===== config.mk =====
export PLATFORM = sky130hd
export DESIGN_NAME = load_cell_two_point_scale
export DESIGN_NICKNAME = d
export VERILOG_FILES = /design/src/rtl/lcs_pkg.sv /design/src/rtl/lcs_front.sv /design/src/rtl/lcs_queue.sv /design/src/rtl/lcs_back.sv /design/src/rtl/load_cell_two_point_scale.sv
export SDC_FILE = /design/constraint.sdc
export NUM_CORES = 2
export LEC_CHECK = 0
export CAP_MARGIN = 20
export CORE_UTILIZATION = 55
export CTS_CLUSTER_DIAMETER = 60
export DETAILED_ROUTE_END_ITERATION = 12
export DONT_BUFFER_PORTS = 1
export PLACE_DENSITY = 0.77
export SYNTH_ARGS = -nofsm -noshare
export SYNTH_HDL_FRONTEND = slang
export SYNTH_HIERARCHICAL = 1
export SYNTH_SLANG_ARGS = --single-unit

===== constraint.sdc =====
create_clock -name i_clk -period 6.1 [get_ports i_clk]
set_clock_uncertainty 0.2 [all_clocks]
set_input_delay 0.305 -clock i_clk [delete_from_list [all_inputs] [get_ports i_clk]]
set_output_delay 0.305 -clock i_clk [all_outputs]
set_load 0.02 [all_outputs]

===== src/rtl/lcs_pkg.sv =====
// ----------------------------------------------------------------------------
// lcs_pkg: shared types and constants for the two-point load-cell scale
// Item formats, the job passed from the front end to the divider back end,
// the calibration arming codes and the back-end state encoding.
// ----------------------------------------------------------------------------
package lcs_pkg;

    localparam int IN_SAMPLE_W  = 24;
    localparam int CAL_W        = 17;
    localparam int OUT_W        = 32;
    localparam int SAMPLE_W_MAX = 32;
    localparam int DIFF_W       = SAMPLE_W_MAX + 1;
    localparam int PROD_W       = DIFF_W + CAL_W;
    localparam int NUM_W        = PROD_W + 4;
    localparam int CNT_W        = $clog2(NUM_W);
    localparam int QUEUE_DEPTH  = 2;

    localparam int ZERO_POINT_RST = -137312;
    localparam int SPAN_POINT_RST = 3793638;
    localparam logic [CAL_W-1:0] SPAN_WEIGHT_RST = CAL_W'(4394);

    localparam logic signed [OUT_W-1:0] OUT_MAX = {1'b0, {(OUT_W-1){1'b1}}};
    localparam logic signed [OUT_W-1:0] OUT_MIN = {1'b1, {(OUT_W-1){1'b0}}};

    typedef enum logic {
        KIND_SAMPLE = 1'b0,
        KIND_CAL    = 1'b1
    } t_kind;

    typedef enum logic [1:0] {
        ARM_NONE = 2'd0,
        ARM_ZERO = 2'd1,
        ARM_SPAN = 2'd2
    } t_arm;

    typedef enum logic [2:0] {
        BK_IDLE,
        BK_MUL,
        BK_SCALE,
        BK_PREP,
        BK_DIV,
        BK_RESULT
    } t_back_state;

    typedef struct packed {
        t_kind                          kind;
        logic signed [IN_SAMPLE_W-1:0]  sample;
        logic [CAL_W-1:0]               cal_value;
    } t_in_item;

    typedef struct packed {
        logic signed [OUT_W-1:0]        weight_tenths;
        logic                           span_invalid;
        logic signed [IN_SAMPLE_W-1:0]  sample_echo;
    } t_out_item;

    // One conversion to be carried out by the back end.
    typedef struct packed {
        logic signed [DIFF_W-1:0]       diff;
        logic signed [DIFF_W-1:0]       span;
        logic [CAL_W-1:0]               weight;
        logic signed [IN_SAMPLE_W-1:0]  echo;
    } t_job;

endpackage


===== src/rtl/lcs_front.sv =====
// ----------------------------------------------------------------------------
// lcs_front: request intake and calibration state
// Applies calibration commands, performs armed captures and turns each load
// sample into a conversion job for the queue.
// ----------------------------------------------------------------------------
module lcs_front #(
    parameter int SAMPLE_WIDTH = 24
) (
    input  logic              i_clk,
    input  logic              i_rst_n,
    input  logic              i_valid,
    output logic              o_ready,
    input  lcs_pkg::t_in_item i_item,
    output logic              o_push_valid,
    input  logic              i_push_ready,
    output lcs_pkg::t_job     o_push_job
);

    localparam logic signed [SAMPLE_WIDTH-1:0] ZERO_RST =
        SAMPLE_WIDTH'(lcs_pkg::ZERO_POINT_RST);
    localparam logic signed [SAMPLE_WIDTH-1:0] SPAN_RST =
        SAMPLE_WIDTH'(lcs_pkg::SPAN_POINT_RST);

    logic signed [SAMPLE_WIDTH-1:0]   r_zero, n_zero;
    logic signed [SAMPLE_WIDTH-1:0]   r_span, n_span;
    logic [lcs_pkg::CAL_W-1:0]        r_weight, n_weight;
    logic [lcs_pkg::CAL_W-1:0]        r_armed_weight, n_armed_weight;
    lcs_pkg::t_arm                    r_armed, n_armed;

    logic [lcs_pkg::SAMPLE_W_MAX-1:0] w_wide;
    logic signed [SAMPLE_WIDTH-1:0]   w_raw;
    logic signed [lcs_pkg::DIFF_W-1:0] w_raw_x;
    logic signed [SAMPLE_WIDTH-1:0]   w_zero_eff;
    logic signed [SAMPLE_WIDTH-1:0]   w_span_eff;
    logic [lcs_pkg::CAL_W-1:0]        w_weight_eff;
    logic                             w_accept;

    assign o_ready  = i_push_ready;
    assign w_accept = i_valid && i_push_ready;

    assign w_wide  = lcs_pkg::SAMPLE_W_MAX'($unsigned(i_item.sample));
    assign w_raw   = w_wide[SAMPLE_WIDTH-1:0];
    assign w_raw_x = lcs_pkg::DIFF_W'(w_raw);

    // An armed capture takes effect on the very sample that completes it.
    assign w_zero_eff   = (r_armed == lcs_pkg::ARM_ZERO) ? w_raw : r_zero;
    assign w_span_eff   = (r_armed == lcs_pkg::ARM_SPAN) ? w_raw : r_span;
    assign w_weight_eff = (r_armed == lcs_pkg::ARM_SPAN) ? r_armed_weight : r_weight;

    assign o_push_valid       = i_valid && (i_item.kind == lcs_pkg::KIND_SAMPLE);
    assign o_push_job.diff    = lcs_pkg::DIFF_W'(w_raw) - lcs_pkg::DIFF_W'(w_zero_eff);
    assign o_push_job.span    = lcs_pkg::DIFF_W'(w_span_eff) - lcs_pkg::DIFF_W'(w_zero_eff);
    assign o_push_job.weight  = w_weight_eff;
    assign o_push_job.echo    = w_raw_x[lcs_pkg::IN_SAMPLE_W-1:0];

    always_comb begin
        n_zero         = r_zero;
        n_span         = r_span;
        n_weight       = r_weight;
        n_armed_weight = r_armed_weight;
        n_armed        = r_armed;
        if (w_accept) begin
            if (i_item.kind == lcs_pkg::KIND_CAL) begin
                if (i_item.cal_value == '0) begin
                    n_armed = lcs_pkg::ARM_ZERO;
                end else begin
                    n_armed        = lcs_pkg::ARM_SPAN;
                    n_armed_weight = i_item.cal_value;
                end
            end else begin
                n_zero   = w_zero_eff;
                n_span   = w_span_eff;
                n_weight = w_weight_eff;
                n_armed  = lcs_pkg::ARM_NONE;
            end
        end
    end

    always_ff @(posedge i_clk) begin
        if (!i_rst_n) begin
            r_zero         <= ZERO_RST;
            r_span         <= SPAN_RST;
            r_weight       <= lcs_pkg::SPAN_WEIGHT_RST;
            r_armed_weight <= '0;
            r_armed        <= lcs_pkg::ARM_NONE;
        end else begin
            r_zero         <= n_zero;
            r_span         <= n_span;
            r_weight       <= n_weight;
            r_armed_weight <= n_armed_weight;
            r_armed        <= n_armed;
        end
    end

`ifndef SYNTHESIS
    a_sample_disarms: assert property (@(posedge i_clk) disable iff (!i_rst_n)
        (w_accept && i_item.kind == lcs_pkg::KIND_SAMPLE) |=> (r_armed == lcs_pkg::ARM_NONE))
        else $error("capture still armed after a sample");
`endif

endmodule


===== src/rtl/lcs_queue.sv =====
// ----------------------------------------------------------------------------
// lcs_queue: job queue between front end and back end
// A short first-in first-out buffer of conversion jobs.
// ----------------------------------------------------------------------------
module lcs_queue (
    input  logic          i_clk,
    input  logic          i_rst_n,
    input  logic          i_push_valid,
    output logic          o_push_ready,
    input  lcs_pkg::t_job i_push_job,
    output logic          o_pop_valid,
    input  logic          i_pop_ready,
    output lcs_pkg::t_job o_pop_job
);

    localparam int DEPTH = lcs_pkg::QUEUE_DEPTH;
    localparam int PTR_W = (DEPTH > 1) ? $clog2(DEPTH) : 1;
    localparam int CNT_W = $clog2(DEPTH + 1);

    lcs_pkg::t_job    r_mem [DEPTH];
    logic [PTR_W-1:0] r_wr_ptr, n_wr_ptr;
    logic [PTR_W-1:0] r_rd_ptr, n_rd_ptr;
    logic [CNT_W-1:0] r_count, n_count;
    logic             w_push, w_pop;

    assign o_push_ready = (r_count != CNT_W'(DEPTH));
    assign o_pop_valid  = (r_count != '0);
    assign o_pop_job    = r_mem[r_rd_ptr];
    assign w_push       = i_push_valid && o_push_ready;
    assign w_pop        = o_pop_valid && i_pop_ready;

    always_comb begin
        n_wr_ptr = r_wr_ptr;
        n_rd_ptr = r_rd_ptr;
        n_count  = r_count;
        if (w_push) begin
            n_wr_ptr = (r_wr_ptr == PTR_W'(DEPTH - 1)) ? '0 : r_wr_ptr + 1'b1;
        end
        if (w_pop) begin
            n_rd_ptr = (r_rd_ptr == PTR_W'(DEPTH - 1)) ? '0 : r_rd_ptr + 1'b1;
        end
        if (w_push && !w_pop) begin
            n_count = r_count + 1'b1;
        end else if (w_pop && !w_push) begin
            n_count = r_count - 1'b1;
        end
    end

    always_ff @(posedge i_clk) begin
        if (w_push) begin
            r_mem[r_wr_ptr] <= i_push_job;
        end
    end

    always_ff @(posedge i_clk) begin
        if (!i_rst_n) begin
            r_wr_ptr <= '0;
            r_rd_ptr <= '0;
            r_count  <= '0;
        end else begin
            r_wr_ptr <= n_wr_ptr;
            r_rd_ptr <= n_rd_ptr;
            r_count  <= n_count;
        end
    end

`ifndef SYNTHESIS
    a_count_tracks: assert property (@(posedge i_clk) disable iff (!i_rst_n)
        (w_push && !w_pop) |=> (r_count == $past(r_count) + 1'b1))
        else $error("queue fill count lost a push");
`endif

endmodule


===== src/rtl/lcs_back.sv =====
// ----------------------------------------------------------------------------
// lcs_back: scaling and division back end
// Multiplies the offset by the span weight and by ten, divides by the span
// with a one-bit-per-cycle restoring divider, saturates and holds the result.
// ----------------------------------------------------------------------------
module lcs_back (
    input  logic               i_clk,
    input  logic               i_rst_n,
    input  logic               i_pop_valid,
    output logic               o_pop_ready,
    input  lcs_pkg::t_job      i_pop_job,
    output logic               o_valid,
    input  logic               i_ready,
    output lcs_pkg::t_out_item o_item
);

    localparam int DIFF_W = lcs_pkg::DIFF_W;
    localparam int PROD_W = lcs_pkg::PROD_W;
    localparam int NUM_W  = lcs_pkg::NUM_W;
    localparam int CNT_W  = lcs_pkg::CNT_W;
    localparam int OUT_W  = lcs_pkg::OUT_W;

    lcs_pkg::t_back_state        r_state, n_state;
    lcs_pkg::t_job               r_job, n_job;
    logic signed [PROD_W-1:0]    r_prod, n_prod;
    logic signed [NUM_W-1:0]     r_num, n_num;
    logic [NUM_W-1:0]            r_quo, n_quo;
    logic [DIFF_W-1:0]           r_rem, n_rem;
    logic [DIFF_W-1:0]           r_div, n_div;
    logic                        r_neg, n_neg;
    logic                        r_invalid, n_invalid;
    logic [CNT_W-1:0]            r_count, n_count;
    logic                        r_out_valid, n_out_valid;
    lcs_pkg::t_out_item          r_out, n_out;

    logic signed [lcs_pkg::CAL_W:0] w_weight_s;
    logic [DIFF_W:0]             w_shift;
    logic                        w_ge;
    logic                        w_out_free;
    logic signed [OUT_W-1:0]     w_weight_out;

    assign w_weight_s = $signed({1'b0, r_job.weight});
    assign w_shift    = {r_rem, r_quo[NUM_W-1]};
    assign w_ge       = (w_shift >= {1'b0, r_div});
    assign w_out_free = !r_out_valid || i_ready;

    assign o_pop_ready = (r_state == lcs_pkg::BK_IDLE);
    assign o_valid     = r_out_valid;
    assign o_item      = r_out;

    // Saturate the quotient magnitude with its sign applied; a zero span gives 0.
    always_comb begin
        if (r_invalid) begin
            w_weight_out = '0;
        end else if (r_neg) begin
            if (r_quo > {{(NUM_W-OUT_W){1'b0}}, lcs_pkg::OUT_MIN}) begin
                w_weight_out = lcs_pkg::OUT_MIN;
            end else begin
                w_weight_out = -$signed(r_quo[OUT_W-1:0]);
            end
        end else begin
            if (r_quo > NUM_W'(lcs_pkg::OUT_MAX)) begin
                w_weight_out = lcs_pkg::OUT_MAX;
            end else begin
                w_weight_out = $signed(r_quo[OUT_W-1:0]);
            end
        end
    end

    always_comb begin
        n_state     = r_state;
        n_job       = r_job;
        n_prod      = r_prod;
        n_num       = r_num;
        n_quo       = r_quo;
        n_rem       = r_rem;
        n_div       = r_div;
        n_neg       = r_neg;
        n_invalid   = r_invalid;
        n_count     = r_count;
        n_out       = r_out;
        n_out_valid = r_out_valid && !i_ready;
        case (r_state)
            lcs_pkg::BK_IDLE: begin
                if (i_pop_valid) begin
                    n_job   = i_pop_job;
                    n_state = lcs_pkg::BK_MUL;
                end
            end
            lcs_pkg::BK_MUL: begin
                n_prod  = r_job.diff * w_weight_s;
                n_state = lcs_pkg::BK_SCALE;
            end
            lcs_pkg::BK_SCALE: begin
                n_num   = (NUM_W'(r_prod) <<< 3) + (NUM_W'(r_prod) <<< 1);
                n_state = lcs_pkg::BK_PREP;
            end
            lcs_pkg::BK_PREP: begin
                n_neg     = r_num[NUM_W-1] ^ r_job.span[DIFF_W-1];
                n_quo     = r_num[NUM_W-1] ? NUM_W'(-r_num) : NUM_W'(r_num);
                n_div     = r_job.span[DIFF_W-1] ? DIFF_W'(-r_job.span) : DIFF_W'(r_job.span);
                n_rem     = '0;
                n_count   = '0;
                n_invalid = (r_job.span == '0);
                n_state   = (r_job.span == '0) ? lcs_pkg::BK_RESULT : lcs_pkg::BK_DIV;
            end
            lcs_pkg::BK_DIV: begin
                n_rem   = w_ge ? DIFF_W'(w_shift - {1'b0, r_div}) : w_shift[DIFF_W-1:0];
                n_quo   = {r_quo[NUM_W-2:0], w_ge};
                n_count = r_count + 1'b1;
                if (r_count == CNT_W'(NUM_W - 1)) begin
                    n_state = lcs_pkg::BK_RESULT;
                end
            end
            lcs_pkg::BK_RESULT: begin
                if (w_out_free) begin
                    n_out.weight_tenths = w_weight_out;
                    n_out.span_invalid  = r_invalid;
                    n_out.sample_echo   = r_job.echo;
                    n_out_valid         = 1'b1;
                    n_state             = lcs_pkg::BK_IDLE;
                end
            end
            default: begin
                n_state = lcs_pkg::BK_IDLE;
            end
        endcase
    end

    always_ff @(posedge i_clk) begin
        r_job     <= n_job;
        r_prod    <= n_prod;
        r_num     <= n_num;
        r_quo     <= n_quo;
        r_rem     <= n_rem;
        r_div     <= n_div;
        r_neg     <= n_neg;
        r_invalid <= n_invalid;
        r_count   <= n_count;
        r_out     <= n_out;
    end

    always_ff @(posedge i_clk) begin
        if (!i_rst_n) begin
            r_state     <= lcs_pkg::BK_IDLE;
            r_out_valid <= 1'b0;
        end else begin
            r_state     <= n_state;
            r_out_valid <= n_out_valid;
        end
    end

`ifndef SYNTHESIS
    a_div_count: assert property (@(posedge i_clk) disable iff (!i_rst_n)
        (r_state == lcs_pkg::BK_DIV) |-> (r_count < CNT_W'(NUM_W)))
        else $error("divider step count out of range");

    a_invalid_zero: assert property (@(posedge i_clk) disable iff (!i_rst_n)
        (r_out_valid && r_out.span_invalid) |-> (r_out.weight_tenths == '0))
        else $error("zero span result carries a nonzero weight");

    a_result_held: assert property (@(posedge i_clk) disable iff (!i_rst_n)
        (r_state == lcs_pkg::BK_RESULT && !w_out_free) |=> (r_state == lcs_pkg::BK_RESULT))
        else $error("result dropped while output register busy");
`endif

endmodule


===== src/rtl/load_cell_two_point_scale.sv =====
// ----------------------------------------------------------------------------
// load_cell_two_point_scale: two-point calibrated load-cell converter
// Turns raw converter counts into weight in tenths of a pound.
// ----------------------------------------------------------------------------
// Each load-sample request yields one result: (sample - zero point) * span
// weight * 10 / (span point - zero point), truncated toward zero and saturated
// to 32-bit signed, or 0 with span_invalid set when the two points coincide.
// A calibration request yields no result; a value of 0 arms capture of the
// next sample as the zero point, any other value arms capture of the next
// sample as the span point at that weight in pounds, and the last command
// before a sample wins. A calibration request is handled by the front end
// alone. A sample is taken and queued; the back end then takes it from the
// queue, multiplies it by the span weight, scales it by ten, forms the
// magnitudes, runs the one-bit-per-cycle restoring divider and loads the
// output register, waiting while that register still holds an untaken
// result. The back end works on one sample at a time and takes the next from
// the queue only once the last result is loaded. A zero span skips the
// divider. A two-entry queue and the output register let the front end keep
// taking requests while the back end works or while a finished result waits
// to be taken; once two samples are waiting in the queue the input stalls,
// calibration requests included, until the back end takes the next one.
// SAMPLE_WIDTH (16 to 32) sets how many low bits of the sample are used as the
// signed count and the width of the stored calibration points.
// ----------------------------------------------------------------------------
module load_cell_two_point_scale #(
    parameter int SAMPLE_WIDTH = 24
) (
    input  logic               i_clk,
    input  logic               i_rst_n,
    input  logic               i_valid,
    output logic               o_ready,
    input  lcs_pkg::t_in_item  i_item,
    output logic               o_valid,
    input  logic               i_ready,
    output lcs_pkg::t_out_item o_item
);

    // Jobs leaving the front end.
    logic          w_push_valid;
    logic          w_push_ready;
    lcs_pkg::t_job w_push_job;

    // Jobs entering the back end.
    logic          w_pop_valid;
    logic          w_pop_ready;
    lcs_pkg::t_job w_pop_job;

    // The front end holds all calibration state, so captures happen in
    // request order regardless of how far behind the back end is.
    lcs_front #(
        .SAMPLE_WIDTH (SAMPLE_WIDTH)
    ) u_front (
        .i_clk        (i_clk),
        .i_rst_n      (i_rst_n),
        .i_valid      (i_valid),
        .o_ready      (o_ready),
        .i_item       (i_item),
        .o_push_valid (w_push_valid),
        .i_push_ready (w_push_ready),
        .o_push_job   (w_push_job)
    );

    lcs_queue u_queue (
        .i_clk        (i_clk),
        .i_rst_n      (i_rst_n),
        .i_push_valid (w_push_valid),
        .o_push_ready (w_push_ready),
        .i_push_job   (w_push_job),
        .o_pop_valid  (w_pop_valid),
        .i_pop_ready  (w_pop_ready),
        .o_pop_job    (w_pop_job)
    );

    // The back end carries out the scaling and division and owns the output register.
    lcs_back u_back (
        .i_clk       (i_clk),
        .i_rst_n     (i_rst_n),
        .i_pop_valid (w_pop_valid),
        .o_pop_ready (w_pop_ready),
        .i_pop_job   (w_pop_job),
        .o_valid     (o_valid),
        .i_ready     (i_ready),
        .o_item      (o_item)
    );

endmodule


==> results.py <==
metrics = {
    "synthesis": {
        "seq_area_frac_synth_pct": 35.1,
        "synth_enable_flop_cells": 609,
        "synth_area_um2": 57400,
        "async_sr_flop_fraction_pct": 0,
        "yosys.cell_types.count": 102,
        "synthDominantAreaCellType": "sky130_fd_sc_hd__edfxtp_1",
        "yosysTopAreaCellShare_pct": 31.9,
        "postSynth.topFlopCell": "sky130_fd_sc_hd__edfxtp_1",
        "synthesis.area_per_instance_um2": 10.0,
        "synth-seq-cells": 702,
        "post_synth_most_frequent_cells": "sky130_fd_sc_hd__inv_1, sky130_fd_sc_hd__nand2_1, sky130_fd_sc_hd__edfxtp_1",
        "yosys.cell_count.top_type": "sky130_fd_sc_hd__inv_1",
        "mappedNetlistNets": 6531,
        "netlist_instances": 5725,
        "yosys_warnings": 6,
        "synth_top_cells_by_area": "sky130_fd_sc_hd__edfxtp_1, sky130_fd_sc_hd__fa_1, sky130_fd_sc_hd__inv_1",
    },
    "worst_setup_path": {
        "timing.critical_path.from_type": "flop",
        "worst-endpoint-required_ns": 6.26,
        "reg2reg_setup_slack_ns": -0.41,
        "r2r_cells": 24,
        "arrival_worst_endpoint_ns": 6.66,
        "crit_end": "u_back/r_prod[43]",
        "reg2reg_from": "u_back/r_job[28]",
        "path_class": "reg -> reg",
        "critPathCaptureType": "flop",
        "worst-path-max-fanout": 4,
        "worstSetupStartpoint": "u_back/r_job[28]",
        "rr_endpoint": "u_back/r_prod[43]",
    },
    "clock_tree": {
        "cts_sinks": 702,
        "cts_made_buffers": 76,
        "cts.root.buffer_cell": "sky130_fd_sc_hd__clkbuf_16",
        "cts.path.max_buffers": 3,
        "worst_skew_pair.late_latency_ns": 0.63,
        "cts_tree": "built",
        "h_tree_levels": 3,
        "clk_transition_reported_paths_ns": 0.06,
    },
    "timing": {
        "top_achievable_clock_speed_ghz": 0.154,
        "finalHoldViolations": 0,
        "setup_ws_ns": -0.407,
        "remaining_max_slew_budget_at_the_tightest_pin_pct": 28.6,
        "time_the_worst_path_needs_with_i_o_delays_and_setup_ns": 6.51,
        "finalHoldWorstSlack_ns": 0.0317,
        "number_of_pins_exceeding_their_max_slew_limit_in_the_final_report": 0,
        "totalNegativeSetupSlack_ns": -7.63,
        "finalSetupViolations": 31,
        "grt_setup_unrepaired": "true",
        "tightest_slew_ns": 1.07,
        "fin_crit_sh_pct": 107,
    },
    "grt": {
        "grt_antenna_before_repair": 0,
        "globalRouteOverflowTotal": 0,
        "vias_in_the_first_global_route": 42300,
        "grt_max_degree": 97,
        "gr-usage-all-layers_pct": 25.1,
        "grt_pass1_wl_um": 217000,
    },
    "route": {
        "detailroute.via_count": 41700,
        "total_wire_length_um": 134000,
        "dr.pass1.iters": 6,
        "detail_route.vias_per_cell": 5.69,
        "final_antenna_net_count": 0,
        "routed_wire_length_per_instance_um": 18.2,
        "wl_met3_um": 9540,
        "route.met2.wl_um": 61600,
        "detail_route.drc_violations": 0,
        "detailedRoute.firstIterationViolations": 3196,
        "highest-signal-layer": "met4",
        "wl_met1_um": 58500,
    },
    "floorplanning": {
        "placement_rows": 118,
        "die_h_um": 325,
        "die-width_um": 325,
        "floorplan.io_pins": 105,
        "fp.coreArea_um2": 103000,
        "initial_utilization_pct": 55.5,
        "die_outline_area_um2": 106000,
    },
    "placed_design": {
        "dp_worst_setup_slack_ns": -0.525,
        "globalplace.congestion": 0.915,
        "place.port_buffers": 0,
        "detailed_place_hpwl_um": 97400,
    },
    "worst_hold_path": {
        "min-delay-path-class": "in -> reg",
    },
    "final_layout": {
        "final_core_utilization_pct": 62.9,
        "area_growth_syn_to_layout_pct": 13.4,
        "num-nets-final": 6704,
        "layout-drive-gt1-share_pct": 15.0,
    },
    "run": {
        "max_cap_violations": 0,
    },
    "status": {
        "run_status": "finished, violations left",
        "violations": "negative setup slack",
    },
}
## repair_timing
action	CTS	global route
hold buffers	48	0
hold endpoints to repair	165	0
resized for setup	197	94
buffers inserted	44	20
pin swaps	181	81
cloned	4	0
endpoints found under the setup margin	27	33
## kinds of logic (layout without fill, tap and decap cells)
kind of cell             after synthesis  after routing  share of synthesized area (%)
flip-flops                           702            702                           35.1
other                                  0              1                              0
AO/OA/AOI/OAI                       1021           1021                           11.5
adder cells (fa/ha/maj)              771            771                           23.7
XOR/XNOR                             249            249                           3.80
multiplexers                         155            155                           3.25
buffers and inverters               1094           1329                           7.61
AND/OR/NAND/NOR                     1733           1733                           15.0
## worst max-delay path, cell delays in order, from the launching register on
cell	delay [ns]
sky130_fd_sc_hd__edfxtp_1	0.46
sky130_fd_sc_hd__buf_4	0.17
sky130_fd_sc_hd__buf_4	0.12
sky130_fd_sc_hd__and2_4	0.13
sky130_fd_sc_hd__fa_1	0.50
sky130_fd_sc_hd__inv_1	0.06
sky130_fd_sc_hd__fa_2	0.58
sky130_fd_sc_hd__fa_1	0.43
sky130_fd_sc_hd__inv_2	0.08
sky130_fd_sc_hd__fa_2	0.43
sky130_fd_sc_hd__fa_1	0.54
sky130_fd_sc_hd__inv_2	0.05
sky130_fd_sc_hd__fa_1	0.56
sky130_fd_sc_hd__inv_2	0.06
sky130_fd_sc_hd__ha_4	0.26
sky130_fd_sc_hd__buf_4	0.14
sky130_fd_sc_hd__buf_6	0.11
sky130_fd_sc_hd__a21oi_4	0.15
sky130_fd_sc_hd__o211ai_1	0.13
sky130_fd_sc_hd__a21oi_2	0.19
sky130_fd_sc_hd__o211ai_1	0.17
sky130_fd_sc_hd__nand3_1	0.17
sky130_fd_sc_hd__nand3_2	0.13
sky130_fd_sc_hd__a221oi_2	0.28
sky130_fd_sc_hd__xnor2_1	0.12
## registers in the layout, summed over array words and instances (netlist names), named ones only
| name | cells |
|---|---|
| u_back/o_item | 57 |
| u_back/o_valid | 1 |
| u_back/r_count | 6 |
| u_back/r_div | 33 |
| u_back/r_invalid | 1 |
| u_back/r_job | 107 |
| u_back/r_neg | 1 |
| u_back/r_num | 53 |
| u_back/r_prod | 50 |
| u_back/r_quo | 54 |
| u_back/r_rem | 33 |
| u_back/r_state | 3 |
| u_front/r_armed | 2 |
| u_front/r_armed_weight | 17 |
| u_front/r_span | 22 |
| u_front/r_weight | 17 |
| u_front/r_zero | 24 |
| u_queue/r_count | 2 |
| u_queue/r_mem | 214 |
| u_queue/r_rd_ptr | 1 |
| u_queue/r_wr_ptr | 1 |
## metal layers
layer	GRT usage, %	up-vias
met1	34.8	20500
met2	40.1	1400
met5	0	-
li1	-	19600
met4	8.23	0
met3	4.56	260
## cell type report
cell class | count | area [um^2]
timing repair buffer | 425 | 3780
multi-input combinational | 3929 | 34100
fill | 7818 | 38400
antenna | 1 | 2.50
clock buffer | 100 | 2060
inverter | 764 | 2880
sequential | 702 | 20200
tap | 1380 | 1730
clock inverter | 40 | 390
## layout by cell type (no fill, tap or decap), types with 23 or more instances in the layout
master / netlist / final
sky130_fd_sc_hd__a211oi_1: 41 / 38
sky130_fd_sc_hd__a21boi_0: 46 / 42
sky130_fd_sc_hd__a21o_1: 73 / 73
sky130_fd_sc_hd__a21oi_1: 251 / 219
sky130_fd_sc_hd__a21oi_2: 0 / 25
sky130_fd_sc_hd__a31oi_1: 45 / 40
sky130_fd_sc_hd__and2_1: 349 / 322
sky130_fd_sc_hd__and2_4: 0 / 27
sky130_fd_sc_hd__buf_4: 47 / 316
sky130_fd_sc_hd__buf_6: 7 / 37
sky130_fd_sc_hd__clkbuf_16: 0 / 79
sky130_fd_sc_hd__dfxtp_1: 93 / 90
sky130_fd_sc_hd__dlygate4sd3_1: 0 / 47
sky130_fd_sc_hd__edfxtp_1: 609 / 609
sky130_fd_sc_hd__fa_1: 533 / 510
sky130_fd_sc_hd__fa_2: 0 / 23
sky130_fd_sc_hd__ha_1: 227 / 191
sky130_fd_sc_hd__ha_4: 0 / 31
sky130_fd_sc_hd__inv_1: 763 / 724
sky130_fd_sc_hd__inv_2: 0 / 35
sky130_fd_sc_hd__mux2_2: 81 / 81
sky130_fd_sc_hd__mux2_4: 30 / 30
sky130_fd_sc_hd__mux2i_1: 39 / 39
sky130_fd_sc_hd__nand2_1: 697 / 693
sky130_fd_sc_hd__nand2b_1: 58 / 56
sky130_fd_sc_hd__nand3_1: 88 / 84
sky130_fd_sc_hd__nand4_1: 33 / 33
sky130_fd_sc_hd__nor2_1: 204 / 196
sky130_fd_sc_hd__nor2b_1: 61 / 58
sky130_fd_sc_hd__nor3_1: 59 / 55
sky130_fd_sc_hd__nor4_1: 25 / 24
sky130_fd_sc_hd__o211ai_1: 52 / 52
sky130_fd_sc_hd__o21a_1: 23 / 23
sky130_fd_sc_hd__o21ai_0: 242 / 217
sky130_fd_sc_hd__o21ai_1: 13 / 23
sky130_fd_sc_hd__o31ai_1: 58 / 53
sky130_fd_sc_hd__or3_1: 31 / 31
sky130_fd_sc_hd__xnor2_1: 143 / 143
sky130_fd_sc_hd__xor2_1: 106 / 106
## worst min-delay path by stage
stage               cells past startpoint  slack [ns]                   end       startpoint
floorplan                               0        0.20      u_back/o_item[0]  u_back/r_job[0]
global placement                        0        0.20      u_back/o_item[0]  u_back/r_job[0]
detailed placement                      0        0.20      u_back/o_item[7]  u_back/r_job[7]
CTS                                     4       0.001  u_queue/r_mem[1][84]       i_item[27]
global route                            4        0.03  u_queue/r_mem[1][84]       i_item[27]
finish                                  4        0.03  u_queue/r_mem[1][84]       i_item[27]
## stage by stage
step | cell area [um^2] | cells
floorplan | 57700 | 5725
global placement | 60400 | 7089
detailed placement | 60400 | 7089
CTS | 64600 | 7325
global route | 65100 | 7340
finish | 65100 | 7341
Power is left out: the tool's default activity adds up to more than one toggle a clock period on the data nets, which glitch-free logic cannot reach.
